## src/rtl/sed_pkg.sv

```systemverilog
`default_nettype none

package sed_pkg;

	localparam int unsigned IDX_W      = 12;
	localparam int unsigned RESP_W     = 11;
	localparam int unsigned CHAN_W     = 8;
	localparam int unsigned NUM_CHAN   = 3;
	localparam int unsigned PIX_W      = CHAN_W * NUM_CHAN;
	localparam int unsigned WIN_DEPTH  = 4;
	localparam int unsigned FILL_W     = $clog2(WIN_DEPTH + 1);
	localparam int unsigned EDGEL_LAG  = 3;

	localparam int unsigned S_DATA_BITS = PIX_W + 2 * IDX_W;
	localparam int unsigned S_DATA_W    = ((S_DATA_BITS + 7) / 8) * 8;
	localparam int unsigned M_DATA_BITS = 2 * IDX_W + RESP_W;
	localparam int unsigned M_DATA_W    = ((M_DATA_BITS + 7) / 8) * 8;

	localparam int unsigned Q_DEPTH = 4;
	localparam int unsigned Q_IDX_W = $clog2(Q_DEPTH);
	localparam int unsigned Q_CNT_W = $clog2(Q_DEPTH + 1);

	localparam logic [RESP_W-1:0] THRESH_RESET = RESP_W'(16 * 16);

	// Classified pixel handed from the front to the back.
	typedef struct packed {
		logic              line_start;
		logic [RESP_W-1:0] resp;
		logic [IDX_W-1:0]  pixel;
		logic [IDX_W-1:0]  line;
	} entry_t;

	// One result transaction.
	typedef struct packed {
		logic              found;
		logic [IDX_W-1:0]  pixel;
		logic [IDX_W-1:0]  line;
		logic [RESP_W-1:0] strength;
	} result_t;

endpackage

`default_nettype wire

```

## src/rtl/sed_front.sv

```systemverilog
`default_nettype none

module sed_front (
	input  wire logic                         clk,
	input  wire logic                         arst_n,
	input  wire logic                         cfg_we,
	input  wire logic [sed_pkg::RESP_W-1:0]   cfg_wdata,
	input  wire logic                         in_valid,
	output logic                              in_ready,
	input  wire logic [sed_pkg::PIX_W-1:0]    pix,
	input  wire logic                         line_start,
	input  wire logic [sed_pkg::IDX_W-1:0]    pixel_index,
	input  wire logic [sed_pkg::IDX_W-1:0]    line_number,
	output logic                              push_valid,
	input  wire logic                         push_ready,
	output sed_pkg::entry_t                   push_data
);

	logic [sed_pkg::RESP_W-1:0] thresh_q;
	logic [sed_pkg::PIX_W-1:0]  win_q [sed_pkg::WIN_DEPTH];
	logic [sed_pkg::FILL_W-1:0] fill_q;

	logic [sed_pkg::FILL_W-1:0] fill_eff;
	logic [sed_pkg::RESP_W-1:0] mag [sed_pkg::NUM_CHAN];
	logic                       all_edge;
	logic [sed_pkg::RESP_W-1:0] current;
	logic                       accept;

	// |5*d + 3*e - 5*b - 3*a|, at most 2040
	function automatic logic [sed_pkg::RESP_W-1:0] kernel_mag(
		input logic [sed_pkg::CHAN_W-1:0] a,
		input logic [sed_pkg::CHAN_W-1:0] b,
		input logic [sed_pkg::CHAN_W-1:0] d,
		input logic [sed_pkg::CHAN_W-1:0] e
	);
		logic [sed_pkg::RESP_W:0] pos;
		logic [sed_pkg::RESP_W:0] neg;
		logic [sed_pkg::RESP_W:0] diff;
		pos  = (sed_pkg::RESP_W+1)'(d) * (sed_pkg::RESP_W+1)'(5)
		     + (sed_pkg::RESP_W+1)'(e) * (sed_pkg::RESP_W+1)'(3);
		neg  = (sed_pkg::RESP_W+1)'(b) * (sed_pkg::RESP_W+1)'(5)
		     + (sed_pkg::RESP_W+1)'(a) * (sed_pkg::RESP_W+1)'(3);
		diff = (pos >= neg) ? (pos - neg) : (neg - pos);
		return diff[sed_pkg::RESP_W-1:0];
	endfunction

	assign in_ready   = push_ready;
	assign push_valid = in_valid;
	assign accept     = in_valid && push_ready;

	always_comb begin
		// a line start empties the window before this pixel is looked at
		fill_eff = line_start ? '0 : fill_q;
		all_edge = 1'b1;
		for (int c = 0; c < sed_pkg::NUM_CHAN; c++) begin
			mag[c] = kernel_mag(win_q[0][c*sed_pkg::CHAN_W +: sed_pkg::CHAN_W],
			                    win_q[1][c*sed_pkg::CHAN_W +: sed_pkg::CHAN_W],
			                    win_q[3][c*sed_pkg::CHAN_W +: sed_pkg::CHAN_W],
			                    pix[c*sed_pkg::CHAN_W +: sed_pkg::CHAN_W]);
			if (!(mag[c] > thresh_q)) begin
				all_edge = 1'b0;
			end
		end
		current = (fill_eff == sed_pkg::FILL_W'(sed_pkg::WIN_DEPTH) && all_edge)
		          ? mag[0] : '0;
	end

	always_comb begin
		push_data.line_start = line_start;
		push_data.resp       = current;
		push_data.pixel      = pixel_index - sed_pkg::IDX_W'(sed_pkg::EDGEL_LAG);
		push_data.line       = line_number;
	end

	always_ff @(posedge clk or negedge arst_n) begin
		if (!arst_n) begin
			thresh_q <= sed_pkg::THRESH_RESET;
			fill_q   <= '0;
		end else begin
			if (cfg_we) begin
				thresh_q <= cfg_wdata;
			end
			if (accept) begin
				fill_q <= (fill_eff < sed_pkg::FILL_W'(sed_pkg::WIN_DEPTH))
				          ? fill_eff + sed_pkg::FILL_W'(1) : fill_eff;
			end
		end
	end

	// window contents only count once the fill count says so
	always_ff @(posedge clk) begin
		if (accept) begin
			for (int i = 0; i < sed_pkg::WIN_DEPTH - 1; i++) begin
				win_q[i] <= win_q[i+1];
			end
			win_q[sed_pkg::WIN_DEPTH-1] <= pix;
		end
	end

endmodule

`default_nettype wire

```

## src/rtl/sed_queue.sv

```systemverilog
`default_nettype none

module sed_queue (
	input  wire logic      clk,
	input  wire logic      arst_n,
	input  wire logic      push_valid,
	output logic           push_ready,
	input  wire sed_pkg::entry_t push_data,
	output logic           pop_valid,
	input  wire logic      pop_ready,
	output sed_pkg::entry_t pop_data
);

	sed_pkg::entry_t             mem_q [sed_pkg::Q_DEPTH];
	logic [sed_pkg::Q_IDX_W-1:0] wr_ptr_q;
	logic [sed_pkg::Q_IDX_W-1:0] rd_ptr_q;
	logic [sed_pkg::Q_CNT_W-1:0] cnt_q;
	logic                        push;
	logic                        pop;

	assign push_ready = (cnt_q != sed_pkg::Q_CNT_W'(sed_pkg::Q_DEPTH));
	assign pop_valid  = (cnt_q != '0);
	assign pop_data   = mem_q[rd_ptr_q];
	assign push       = push_valid && push_ready;
	assign pop        = pop_valid && pop_ready;

	always_ff @(posedge clk or negedge arst_n) begin
		if (!arst_n) begin
			wr_ptr_q <= '0;
			rd_ptr_q <= '0;
			cnt_q    <= '0;
		end else begin
			if (push) begin
				wr_ptr_q <= wr_ptr_q + sed_pkg::Q_IDX_W'(1);
			end
			if (pop) begin
				rd_ptr_q <= rd_ptr_q + sed_pkg::Q_IDX_W'(1);
			end
			if (push && !pop) begin
				cnt_q <= cnt_q + sed_pkg::Q_CNT_W'(1);
			end else if (pop && !push) begin
				cnt_q <= cnt_q - sed_pkg::Q_CNT_W'(1);
			end
		end
	end

	always_ff @(posedge clk) begin
		if (push) begin
			mem_q[wr_ptr_q] <= push_data;
		end
	end

endmodule

`default_nettype wire

```

## src/rtl/sed_back.sv

```systemverilog
`default_nettype none

module sed_back (
	input  wire logic       clk,
	input  wire logic       arst_n,
	input  wire logic       pop_valid,
	output logic            pop_ready,
	input  wire sed_pkg::entry_t pop_data,
	output logic            out_valid,
	input  wire logic       out_ready,
	output sed_pkg::result_t out_data
);

	logic                       out_valid_q;
	sed_pkg::result_t           out_q;
	logic [sed_pkg::RESP_W-1:0] prev1_q;
	logic [sed_pkg::RESP_W-1:0] prev2_q;

	logic [sed_pkg::RESP_W-1:0] p1;
	logic [sed_pkg::RESP_W-1:0] p2;
	logic                       found;
	logic                       take;

	assign pop_ready = !out_valid_q || out_ready;
	assign take      = pop_valid && pop_ready;
	assign out_valid = out_valid_q;
	assign out_data  = out_q;

	always_comb begin
		// drop the response history at a line start
		p1    = pop_data.line_start ? '0 : prev1_q;
		p2    = pop_data.line_start ? '0 : prev2_q;
		found = (p1 != '0) && (p1 > p2) && (p1 > pop_data.resp);
	end

	always_ff @(posedge clk or negedge arst_n) begin
		if (!arst_n) begin
			out_valid_q <= 1'b0;
			prev1_q     <= '0;
			prev2_q     <= '0;
		end else begin
			if (take) begin
				out_valid_q <= 1'b1;
				prev2_q     <= p1;
				prev1_q     <= pop_data.resp;
			end else if (out_ready) begin
				out_valid_q <= 1'b0;
			end
		end
	end

	always_ff @(posedge clk) begin
		if (take) begin
			out_q.found    <= found;
			out_q.pixel    <= found ? pop_data.pixel : '0;
			out_q.line     <= found ? pop_data.line : '0;
			out_q.strength <= found ? p1 : '0;
		end
	end

endmodule

`default_nettype wire

```

## src/rtl/scanline_edgel_detector.sv

```systemverilog
// Channel   Dir  Fields (tdata low bit up)                        tuser
// s_axis    in   red, green, blue, pixel_index, line_number        line_start
// m_axis    out  edgel_pixel, edgel_line, edgel_strength, zero pad edgel_found
// cfg       in   edge_threshold (write only, reset 256)            -
//
// One pixel in and one result out per clock when both sides flow; a pixel
// passes through the queue and the output register before it leaves as a result.
// The front holds the window and threshold; the back holds the response
// history and the output register. A four-entry queue between them keeps
// the input flowing while the output stalls, and s_axis_tready drops only
// once that queue is full.
// arst_n clears the fill count, response history, queue and output valid,
// and loads the threshold reset value.
`default_nettype none

module scanline_edgel_detector (
	input  wire logic                           clk,
	input  wire logic                           arst_n,
	// configuration: threshold written whenever cfg_we is high
	input  wire logic                           cfg_we,
	input  wire logic [sed_pkg::RESP_W-1:0]     cfg_wdata,
	// pixel stream
	input  wire logic                           s_axis_tvalid,
	output logic                                s_axis_tready,
	// red, green, blue, pixel_index, line_number
	input  wire logic [sed_pkg::S_DATA_W-1:0]   s_axis_tdata,
	// line_start
	input  wire logic [0:0]                     s_axis_tuser,
	// result stream
	output logic                                m_axis_tvalid,
	input  wire logic                           m_axis_tready,
	// edgel_pixel, edgel_line, edgel_strength, zero pad
	output logic [sed_pkg::M_DATA_W-1:0]        m_axis_tdata,
	// edgel_found
	output logic [0:0]                          m_axis_tuser
);

	logic                   push_valid;
	logic                   push_ready;
	sed_pkg::entry_t        push_data;
	logic                   pop_valid;
	logic                   pop_ready;
	sed_pkg::entry_t        pop_data;
	sed_pkg::result_t       res;

	// Front: unpack the pixel transaction, update the window and classify
	// the window centre against the threshold.
	sed_front u_front (
		.clk         (clk),
		.arst_n      (arst_n),
		.cfg_we      (cfg_we),
		.cfg_wdata   (cfg_wdata),
		.in_valid    (s_axis_tvalid),
		.in_ready    (s_axis_tready),
		.pix         (s_axis_tdata[sed_pkg::PIX_W-1:0]),
		.line_start  (s_axis_tuser[0]),
		.pixel_index (s_axis_tdata[sed_pkg::PIX_W +: sed_pkg::IDX_W]),
		.line_number (s_axis_tdata[sed_pkg::PIX_W + sed_pkg::IDX_W +: sed_pkg::IDX_W]),
		.push_valid  (push_valid),
		.push_ready  (push_ready),
		.push_data   (push_data)
	);

	// Queue: absorb output stalls without blocking the pixel stream at once.
	sed_queue u_queue (
		.clk        (clk),
		.arst_n     (arst_n),
		.push_valid (push_valid),
		.push_ready (push_ready),
		.push_data  (push_data),
		.pop_valid  (pop_valid),
		.pop_ready  (pop_ready),
		.pop_data   (pop_data)
	);

	// Back: local-maximum test on the response history, then register the result.
	sed_back u_back (
		.clk       (clk),
		.arst_n    (arst_n),
		.pop_valid (pop_valid),
		.pop_ready (pop_ready),
		.pop_data  (pop_data),
		.out_valid (m_axis_tvalid),
		.out_ready (m_axis_tready),
		.out_data  (res)
	);

	// Pack the result: pixel lowest, then line, then strength; zero pad on top.
	assign m_axis_tdata = sed_pkg::M_DATA_W'({res.strength, res.line, res.pixel});
	assign m_axis_tuser = res.found;

endmodule

`default_nettype wire

```

## config.mk

```make
export PLATFORM = sky130hd
export DESIGN_NAME = scanline_edgel_detector
export DESIGN_NICKNAME = d
export VERILOG_FILES = /design/src/rtl/sed_pkg.sv /design/src/rtl/sed_front.sv /design/src/rtl/sed_queue.sv /design/src/rtl/sed_back.sv /design/src/rtl/scanline_edgel_detector.sv
export SDC_FILE = /design/constraint.sdc
export NUM_CORES = 1
export LEC_CHECK = 0
export BUFFER_PORTS_ARGS = -buffer_cell sky130_fd_sc_hd__buf_2
export CAP_MARGIN = 20
export CORE_ASPECT_RATIO = 0.7
export CORE_MARGIN = 2
export CORE_UTILIZATION = 49
export CTS_CLUSTER_DIAMETER = 50
export DETAILED_ROUTE_END_ITERATION = 10
export PLACE_DENSITY_LB_ADDON = 0.08
export SYNTH_ARGS = -nofsm -noshare
export SYNTH_HDL_FRONTEND = slang
export SYNTH_SLANG_ARGS = --single-unit
```

## constraint.sdc

```tcl
create_clock -name clk -period 6.83 [get_ports clk]
set_clock_uncertainty 0.2 [all_clocks]
set_input_delay 0.3415 -clock clk [delete_from_list [all_inputs] [get_ports clk]]
set_output_delay 0.3415 -clock clk [all_outputs]
set_load 0.01 [all_outputs]
```

==> results.py, run 1 <==
metrics = {
    "clock_network": {
        "cts_buffers": 36,
        "clockBufferDepth": 3,
        "cts_tree": "built",
        "clock-sinks": 320,
        "clk_pin_slew_ns": 0.06,
        "root_buffer": "clkbuf_16",
        "h-tree-depth": 2,
        "insertion_delay_ns": 0.55,
    },
    "cells_and_area": {
        "syn_to_final_growth_pct": 26.3,
        "final_cell_mix": "inv_1, edfxtp_1, ha_1",
        "post-route-util_pct": 62.8,
        "layout-drive-gt1-share_pct": 27.0,
        "layout_commonest_cell": "inv_1",
        "num_antenna_cells": 0,
        "fin_nets": 2744,
    },
    "sta": {
        "setup_violations": 15,
        "fin_crit_sh_pct": 100,
        "setup_slack_ns": -0.0215,
        "fin_crit_ns": 6.85,
        "worst_slew_pin_slew_ns": 1.12,
        "slew_headroom_pct": 25.5,
        "setup_tns_ns": -0.114,
        "fmax_mhz": 146,
        "hold_violations": 0,
        "whs_ns": 0.0170,
        "final_max_slew_viol_count": 0,
        "rsz0062_at_grt": "yes",
    },
    "global_routing": {
        "grt_pass1_wl_mm": 77.5,
        "grt_use_met2_pct": 32.8,
        "grt-busiest-layer": "met2",
        "grt_overflow_total": 0,
        "grt_usage_pct": 20.5,
        "use_met1_pct": 30.0,
        "antenna_found_initial": 0,
        "grt_max_degree": 53,
        "grtUsageMet3_pct": 3.05,
        "grt_pass1_vias": 15332,
    },
    "flow_run": {
        "maxCapViolations": 0,
    },
    "setup_path": {
        "start_kind": "input pin",
        "required_ns": 6.97,
        "cp-end-kind": "register",
        "r2r_end": "u_queue.mem_q[2][30]",
        "r2r-start": "u_front.win_q[1][5]",
        "criticalPathCategory": "in2reg",
        "worst-r2r-cell-count": 25,
        "crit_end": "u_queue.mem_q[2][30]",
        "r2r_setup_slack_ns": 0.01,
        "crit_path_max_fanout": 4,
        "critPathLaunch": "s_axis_tdata[6]",
        "cp_data_arrival_time_ns": 6.99,
    },
    "drt": {
        "dr.pass1.iters": 5,
        "drt_drc_violations_left": 0,
        "drt_iter0_markers": 882,
        "wl_mm": 47.3,
        "via_count": 14911,
        "antenna_left": 0,
        "viasPerCell": 5.08,
        "wl_per_cell_um": 16.1,
    },
    "placed_design": {
        "place_hpwl_mm": 34.3,
        "portBuffers": 102,
        "place_congestion": 0.838,
        "dpl_worst_slack_ns": -0.851,
    },
    "die": {
        "core_um2": 43700,
        "top_level_ports": 108,
        "initial_core_util_pct": 49.7,
        "die_area_um2": 46100,
        "row_count": 64,
        "dieWidth_um": 256,
        "die_y_um": 180,
    },
    "synth": {
        "yosys_warnings": 0,
        "syn_inst": 1903,
        "synth_flop_cell": "edfxtp_1",
        "ys_seq_elements": 320,
        "async_reset_ff_share_pct": 13.8,
        "yosysUniqueCellTypes": 75,
        "syn_area_um2": 21700,
        "synth_edf_count": 276,
        "avgSynthCellArea_um2": 11.4,
        "ys_seq_area_share_pct": 43.2,
    },
    "status": {
        "status": "finished, violations left",
        "violations": "negative setup slack",
    },
    "worst_hold_path": {
        "min_path_type": "in2reg",
        "hold_depth": 2,
    },
}
==> registers in the layout, summed over array words and instances, names as in the netlist <==
register / flops
u_back.out_valid: 1
u_front.fill_q: 3
u_queue.cnt_q: 3
u_queue.mem_q: 144
u_back.out_data: 36
u_queue.rd_ptr_q: 2
u_front.win_q: 96
u_front.thresh_q: 11
u_queue.wr_ptr_q: 2
u_back.prev1_q: 11
u_back.prev2_q: 11
==> critical path, stage by stage <==
cell and delay [ns]:
dlygate4sd3_1 0.53, buf_2 0.12, inv_2 0.05, fa_1 0.53, inv_1 0.04, ha_1 0.26
inv_1 0.05, fa_1 0.53, inv_1 0.07, ha_4 0.24, or3_4 0.37, o21ai_2 0.07
a21oi_2 0.07, xor2_1 0.15, ha_1 0.36, a21o_1 0.22, a211oi_4 0.30, or3_4 0.22
nand2_4 0.08, mux2_4 0.32, xor2_1 0.16, ha_1 0.29, nand4_1 0.22, a211oi_2 0.40
a2111oi_4 0.11, or4b_4 0.62, nor4_4 0.25
==> routing by layer <==
metal | up-vias | part of all wire [%]
li1 | 7384 | -
met1 | 7236 | 49
met2 | 239 | 46
met3 | 52 | 4.2
met4 | 0 | 1.4
met5 | - | 0
==> cell families (layout without fill, tap and decap cells) <==
kind of cell	count (synthesis)	after routing	synth area share, %
other	1	5	0.0172
AOI/OAI and AO/OA	294	294	8.75
buffers and inverters	423	859	7.51
adders and majority gates	364	364	23.9
muxes	61	61	4.87
and+or+nand+nor	347	347	8.05
xor gates and xnor gates	93	93	3.75
DFF	320	320	43.2
==> cell type report <==
| class | count | area, µm² |
|---|---|---|
| Timing Repair Buffer | 414 | 3050 |
| Multi-Input combinational cell | 1164 | 11700 |
| Sequential cell | 320 | 9390 |
| Inverter | 379 | 1430 |
| Tap cell | 594 | 743 |
| Clock inverter | 20 | 161 |
| Clock buffer | 46 | 988 |
| Fill cell | 3552 | 16300 |
==> synth_stat cells (7+ instances only) <==
library cell	count	area share, %
inv_1	379	6.5
ha_1	279	16
edfxtp_1	276	38
nand2_1	119	2.1
fa_1	85	7.8
o21ai_0	80	1.8
a21oi_1	72	1.7
xnor2_1	49	2.0
nor3_1	47	1.1
nor2_1	45	0.78
xor2_1	44	1.8
dfrtp_1	43	4.9
mux4_2	35	3.6
nor3b_1	28	0.97
a21o_1	27	0.93
clkbuf_1	25	0.43
mux2i_1	18	0.83
nand4_1	16	0.46
nor2b_1	15	0.43
o211ai_1	14	0.48
a31oi_1	13	0.37
nand2b_1	13	0.37
nand3_1	13	0.30
o21a_1	13	0.45
a211oi_1	12	0.41
and3_1	11	0.32
or2_2	9	0.26
mux2_2	8	0.41
a21boi_0	7	0.24
a31o_2	7	0.28
buf_2	7	0.16
==> repair_timing <==
action                     4_1_cts  5_1_grt
hold buffers                    59        0
setup endpoints to repair       44       44
hold endpoints to repair       160        0
pin swaps                       36       83
buffers inserted                 8       23
resized for setup               47      153
cloned                           1        1
==> how the worst min path moves through the flow <==
| stage | slack (ns) | endpoint | start |
|---|---|---|---|
| 2_1_floorplan | -0.15 | u_back.out_valid | arst_n |
| 3_3_place_gp | 0.20 | u_front.win_q[1][22] | u_front.win_q[2][22] |
| 3_5_place_dp | 0.20 | u_front.win_q[1][14] | u_front.win_q[2][14] |
| 4_1_cts | 0.0003 | u_queue.mem_q[2][19] | s_axis_tdata[31] |
| 5_1_grt | 0.03 | u_queue.mem_q[2][15] | s_axis_tdata[27] |
| 6_report | 0.02 | u_queue.mem_q[0][19] | s_axis_tdata[31] |
==> stage by stage <==
step	instance area, µm²	cells
after global placement	24500	2779
after global routing	27500	2937
after floorplan	21800	1907
after CTS	26500	2913
final	27500	2937
after detailed placement	24500	2779
Power of run 1 is not shown: default switching activity piles up to over one toggle a cycle in this logic, so the estimate is an artifact.
==> run 2: changes to the inputs <==
--- a/config.mk
+++ b/config.mk
@@ -7,7 +7,6 @@
 export LEC_CHECK = 0
 export BUFFER_PORTS_ARGS = -buffer_cell sky130_fd_sc_hd__buf_2
 export CAP_MARGIN = 20
-export CORE_ASPECT_RATIO = 0.7
 export CORE_MARGIN = 2
 export CORE_UTILIZATION = 49
 export CTS_CLUSTER_DIAMETER = 50
==> results.py, run 2 (synthesis results as in run 1) <==
metrics = {
    "die": {
        "row_count": 77,
        "die_area_um2": 46100,
        "initial_core_util_pct": 49.4,
        "core_um2": 44000,
        "dieWidth_um": 215,
        "top_level_ports": 108,
        "die_y_um": 215,
    },
    "worst_hold_path": {
        "min_path_type": "in2reg",
    },
    "setup_path": {
        "slowest_delay_ns": 0.61,
        "cp-end-kind": "register",
        "start_kind": "register",
        "criticalPathCategory": "reg2reg",
        "required_ns": 7.00,
        "slowest_stage": "or4b_4",
        "crit_path_frequent_cell": "a211oi_2",
        "cp_data_arrival_time_ns": 7.02,
        "crit_path_max_fanout": 6,
    },
    "drt": {
        "wl_per_cell_um": 15.9,
        "drt_iter0_markers": 552,
        "drt_drc_violations_left": 0,
        "wl_mm": 46.5,
        "via_count": 14780,
        "viasPerCell": 5.06,
        "antenna_left": 0,
        "dr.pass1.iters": 4,
    },
    "cells_and_area": {
        "multi_input_area_um2": 11400,
        "fin_nets": 2721,
        "largest_reg_flops": 144,
        "syn_to_final_growth_pct": 25.7,
        "final_cell_mix": "inv_1, edfxtp_1, ha_1",
        "fill_cells": 3642,
        "top_register": "u_queue.mem_q",
        "layout-drive-gt1-share_pct": 25.1,
        "layout_commonest_cell": "inv_1",
        "design_area_um2": 27300,
        "regArea_um2": 9390,
    },
    "sta": {
        "slew_headroom_pct": 28.4,
        "setup_slack_ns": -0.0195,
        "rsz0062_at_grt": "yes",
        "fin_crit_ns": 6.85,
        "setup_tns_ns": -0.0732,
        "fin_crit_sh_pct": 100,
        "worst_slew_pin_slew_ns": 1.07,
        "setup_violations": 4,
        "final_max_slew_viol_count": 0,
        "hold_violations": 0,
        "fmax_mhz": 146,
    },
    "placed_design": {
        "place_congestion": 0.873,
        "place_hpwl_mm": 33.9,
        "placed_area_um2": 24300,
        "portBuffers": 102,
        "dpl_worst_slack_ns": -0.631,
    },
    "global_routing": {
        "grt_usage_pct": 20.9,
        "grt_max_degree": 64,
        "grt_pass1_wl_mm": 77.7,
        "grt_pass1_vias": 15357,
        "antenna_found_initial": 1,
        "grt_overflow_total": 0,
    },
    "clock_network": {
        "h-tree-depth": 2,
        "cts_buffers": 43,
        "clock-sinks": 320,
        "insertion_delay_ns": 0.59,
        "root_buffer": "clkbuf_16",
        "clk_pin_slew_ns": 0.06,
        "cts_tree": "built",
        "clockBufferDepth": 3,
    },
    "flow_run": {
        "maxCapViolations": 0,
    },
    "status": {
        "status": "finished, violations left",
        "violations": "negative setup slack",
    },
}
[run 2: cell types whose count changed in the layout (fill, tap and decap cells not counted), moves of 6 or more]
cell / previous run / this run
buf_4: 245 / 210
clkbuf_16: 36 / 43
nor3_2: 10 / 3
ha_4: 18 / 12
nor3_1: 37 / 45
ha_1: 255 / 262
[run 2: metrics by stage]
stage / hold slack (ns) / cells / utilization (%)
floorplan: -0.154 / 1907 / -
global placement: 0.202 / 2752 / 55.3
detailed placement: 0.205 / 2752 / 55.3
CTS: 0.000977 / 2909 / 60.7
global route: 0.0369 / 2920 / 62.1
finish: 0.0254 / 2920 / 62.1
[run 2: repair_timing]
item	4_1_cts	5_1_grt
hold buffers	64	0
resized for setup	46	109
pin swaps	22	72
cloned	2	1
endpoints found under the hold margin	176	0
endpoints found under the setup margin	44	44
setup buffers	11	9
[run 2: final cells by class]
cell class | instances | area share, %
antenna | 1 | 0.00915
clock buffer | 48 | 4.04
clock inverter | 32 | 1.40
inverter | 379 | 5.21
multi-input combinational | 1164 | 41.9
sequential | 320 | 34.4
tap | 592 | 2.71
timing repair buffer | 384 | 10.4
[run 2: path summary, 6_finish.rpt]
path,from,endpoint,slack (ns),depth (start not counted)
max reg2reg,u_front.win_q[0][18],u_queue.mem_q[2][30],-0.02,28
max,u_front.win_q[0][18],u_queue.mem_q[2][30],-0.02,28
min reg2reg,u_front.win_q[2][3],u_front.win_q[1][3],0.22,0
min,cfg_we,u_front.thresh_q[9],0.03,2
min in group asynchronous,arst_n,u_back.out_valid,0.24,3
max in group asynchronous,arst_n,u_queue.rd_ptr_q[0],5.71,3
[run 2: per-layer routing]
layer / vias to the layer above / global-route usage, % / wire, µm
met1: 7142 / 27.4 / 21000
met4: 0 / 5.83 / 1230
met5: - / 0 / 0
li1: 7348 / - / -
met3: 84 / 3.32 / 1680
met2: 206 / 35.9 / 22700
[run 2: worst max-delay path, delay by kind of cell, from the launching register on]
family,cells,cell delay [ns]
buf+inv,5,0.54
flops,1,0.37
fa+ha+maj,6,2.21
simple gates,4,1.31
compound gates,11,1.85
xor+xnor,2,0.15
Power of run 2 is left out for the same reason.
==> run 3: changes to the inputs <==
--- a/config.mk
+++ b/config.mk
@@ -5,6 +5,8 @@
 export SDC_FILE = /design/constraint.sdc
 export NUM_CORES = 1
 export LEC_CHECK = 0
+export ABC_AREA = 1
+export ABC_CLOCK_PERIOD_IN_PS = 6830
 export BUFFER_PORTS_ARGS = -buffer_cell sky130_fd_sc_hd__buf_2
 export CAP_MARGIN = 20
 export CORE_MARGIN = 2
==> results.py, run 3 <==
metrics = {
    "status": {
        "status": "finished, violations left",
        "violations": "negative hold slack",
    },
    "die": {
        "die_area_um2": 48900,
        "dieWidth_um": 221,
        "core_um2": 46600,
        "row_count": 79,
        "initial_core_util_pct": 49.6,
        "top_level_ports": 108,
        "die_y_um": 221,
    },
    "setup_path": {
        "cp-end-kind": "register",
        "crit_path_frequent_cell": "inv_1",
        "slowest_stage": "fa_1",
        "required_ns": 7.03,
        "crit_path_max_fanout": 15,
        "slowest_delay_ns": 0.53,
        "criticalPathCategory": "reg2reg",
        "start_kind": "register",
        "critPathLaunch": "u_front.win_q[1][2]",
        "r2r-start": "u_front.win_q[1][2]",
        "cp_data_arrival_time_ns": 6.47,
    },
    "sta": {
        "whs_ns": -0.0102,
        "worst_slew_pin_slew_ns": 0.966,
        "fmax_mhz": 159,
        "hold_violations": 12,
        "fin_crit_sh_pct": 91.8,
        "final_max_slew_viol_count": 0,
        "rsz0062_at_grt": "no",
        "setup_tns_ns": 0,
        "fin_crit_ns": 6.27,
        "setup_violations": 0,
        "slew_headroom_pct": 35.6,
    },
    "synth": {
        "yosys_warnings": 0,
        "synth_common_cells": "inv_1, nand2_1, ha_1",
        "syn_area_um2": 23100,
        "netlist.area_leader.share_pct": 35.9,
        "post-synth-top-count-cell": "inv_1",
        "ys_seq_area_share_pct": 40.7,
        "synth_flop_cell": "edfxtp_1",
        "synth_edf_count": 276,
        "avgSynthCellArea_um2": 8.94,
        "yosysUniqueCellTypes": 47,
        "ys_seq_elements": 320,
        "synth_area_leaders": "edfxtp_1, ha_1, inv_1, nand2_1, fa_1",
        "async_reset_ff_share_pct": 13.8,
        "syn_inst": 2583,
        "yosysTopAreaCell": "edfxtp_1",
    },
    "clock_network": {
        "root_buffer": "clkbuf_16",
        "clockBufferDepth": 3,
        "postCtsSetupBuffers": 0,
        "h-tree-depth": 2,
        "cts_tree": "built",
        "clock-sinks": 320,
        "clk_pin_slew_ns": 0.06,
        "cts_buffers": 44,
        "insertion_delay_ns": 0.59,
    },
    "cells_and_area": {
        "final_cell_mix": "inv_1, nand2_1, ha_1",
        "fill_cells": 4188,
        "layout_commonest_cell": "inv_1",
        "fin_nets": 3205,
        "num_antenna_cells": 0,
        "layout-drive-gt1-share_pct": 8.15,
        "syn_to_final_growth_pct": 15.3,
        "top_register": "u_queue.mem_q",
        "largest_reg_flops": 144,
    },
    "drt": {
        "wl_per_cell_um": 14.4,
        "viasPerCell": 4.94,
        "dr.pass1.iters": 5,
        "drt_drc_violations_left": 0,
        "via_count": 16888,
        "met1Wirelength_mm": 22.7,
        "topRoutingLayerUsed": "met4",
        "drt_iter0_markers": 895,
        "antenna_left": 0,
        "met2_length_mm": 24.1,
        "wl_mm": 49.1,
        "met3_length_mm": 1.64,
    },
    "global_routing": {
        "grt_overflow_total": 0,
        "grt_usage_pct": 20.4,
        "grt_pass1_wl_mm": 82.2,
        "antenna_found_initial": 0,
        "grt_max_degree": 72,
        "grt_pass1_vias": 17056,
    },
    "placed_design": {
        "place_congestion": 0.873,
        "place_hpwl_mm": 36.6,
        "portBuffers": 102,
    },
    "worst_hold_path": {
        "min_path_type": "in2async",
    },
    "flow_run": {
        "maxCapViolations": 0,
    },
}
run 3: cells by family after synthesis:
group           Yosys count  share of synthesized area (%)
xor+xnor                 82                           3.11
other cells               1                         0.0162
simple gates            876                           15.4
mux                       1                         0.0488
compound gates          324                           7.99
fa+ha+maj               364                           22.5
buf+inv                 615                           10.3
flops                   320                           40.7
run 3: per-stage QoR:
stage / worst slack [ns] / cell area, µm² / instances / util [%]
finish: 0.557 / 26600 / 3418 / 57.2
global route: 0.0260 / 26600 / 3418 / 57.2
CTS: 0.142 / 26600 / 3416 / 57.0
detailed placement: 0.153 / 24200 / 3257 / 52.1
global placement: 0.191 / 24200 / 3257 / 52.1
floorplan: 1.03 / 23100 / 2587 / -
run 3: cell type report:
class	instances	area, µm²	area share, %
Clock buffer	51	1140	4.27
Clock inverter	30	390	1.47
Inverter	566	2130	8.02
Multi-Input combinational cell	1652	11400	42.9
Sequential cell	320	9390	35.3
Tap cell	607	759	2.85
Timing Repair Buffer	191	1390	5.21
Timing Repair inverter	1	7.51	0.0282
run 3: worst paths after layout:
| check | slack (ns) | cells after the start | to |
|---|---|---|---|
| setup / recovery | 0.56 | 30 | u_queue.mem_q[0][25] |
| hold / removal | -0.01 | 2 | u_back.prev2_q[9] |
| setup reg to reg | 0.56 | 30 | u_queue.mem_q[0][25] |
| hold reg to reg | 0.22 | 0 | u_front.win_q[1][6] |
| max in group asynchronous | 5.85 | 3 | u_front.thresh_q[8] |
| min in group clk | 0.04 | 3 | u_queue.mem_q[2][16] |
run 3: worst max-delay path: cells and delay by family (launching register included):
kind | cells | cell delay, ns
DFF | 1 | 0.38
xor gates and xnor gates | 1 | 0.17
buffers and inverters | 6 | 0.52
AOI/OAI and AO/OA | 5 | 0.93
adders and majority gates | 6 | 2.35
and+or+nand+nor | 12 | 1.57
run 3: metal layers:
metal | track usage, % | vias to the layer above
met1 | 26.5 | 7907
met2 | 36.5 | 265
met5 | 0 | -
met3 | 2.97 | 45
met4 | 3.85 | 0
li1 | - | 8671
run 3: what timing repair did:
item	4_1_cts	5_1_grt
resized for setup	0	15
hold buffers	78	0
endpoints found under the setup margin	0	44
hold endpoints to repair	167	0
Power of run 3 is left out for the same reason.
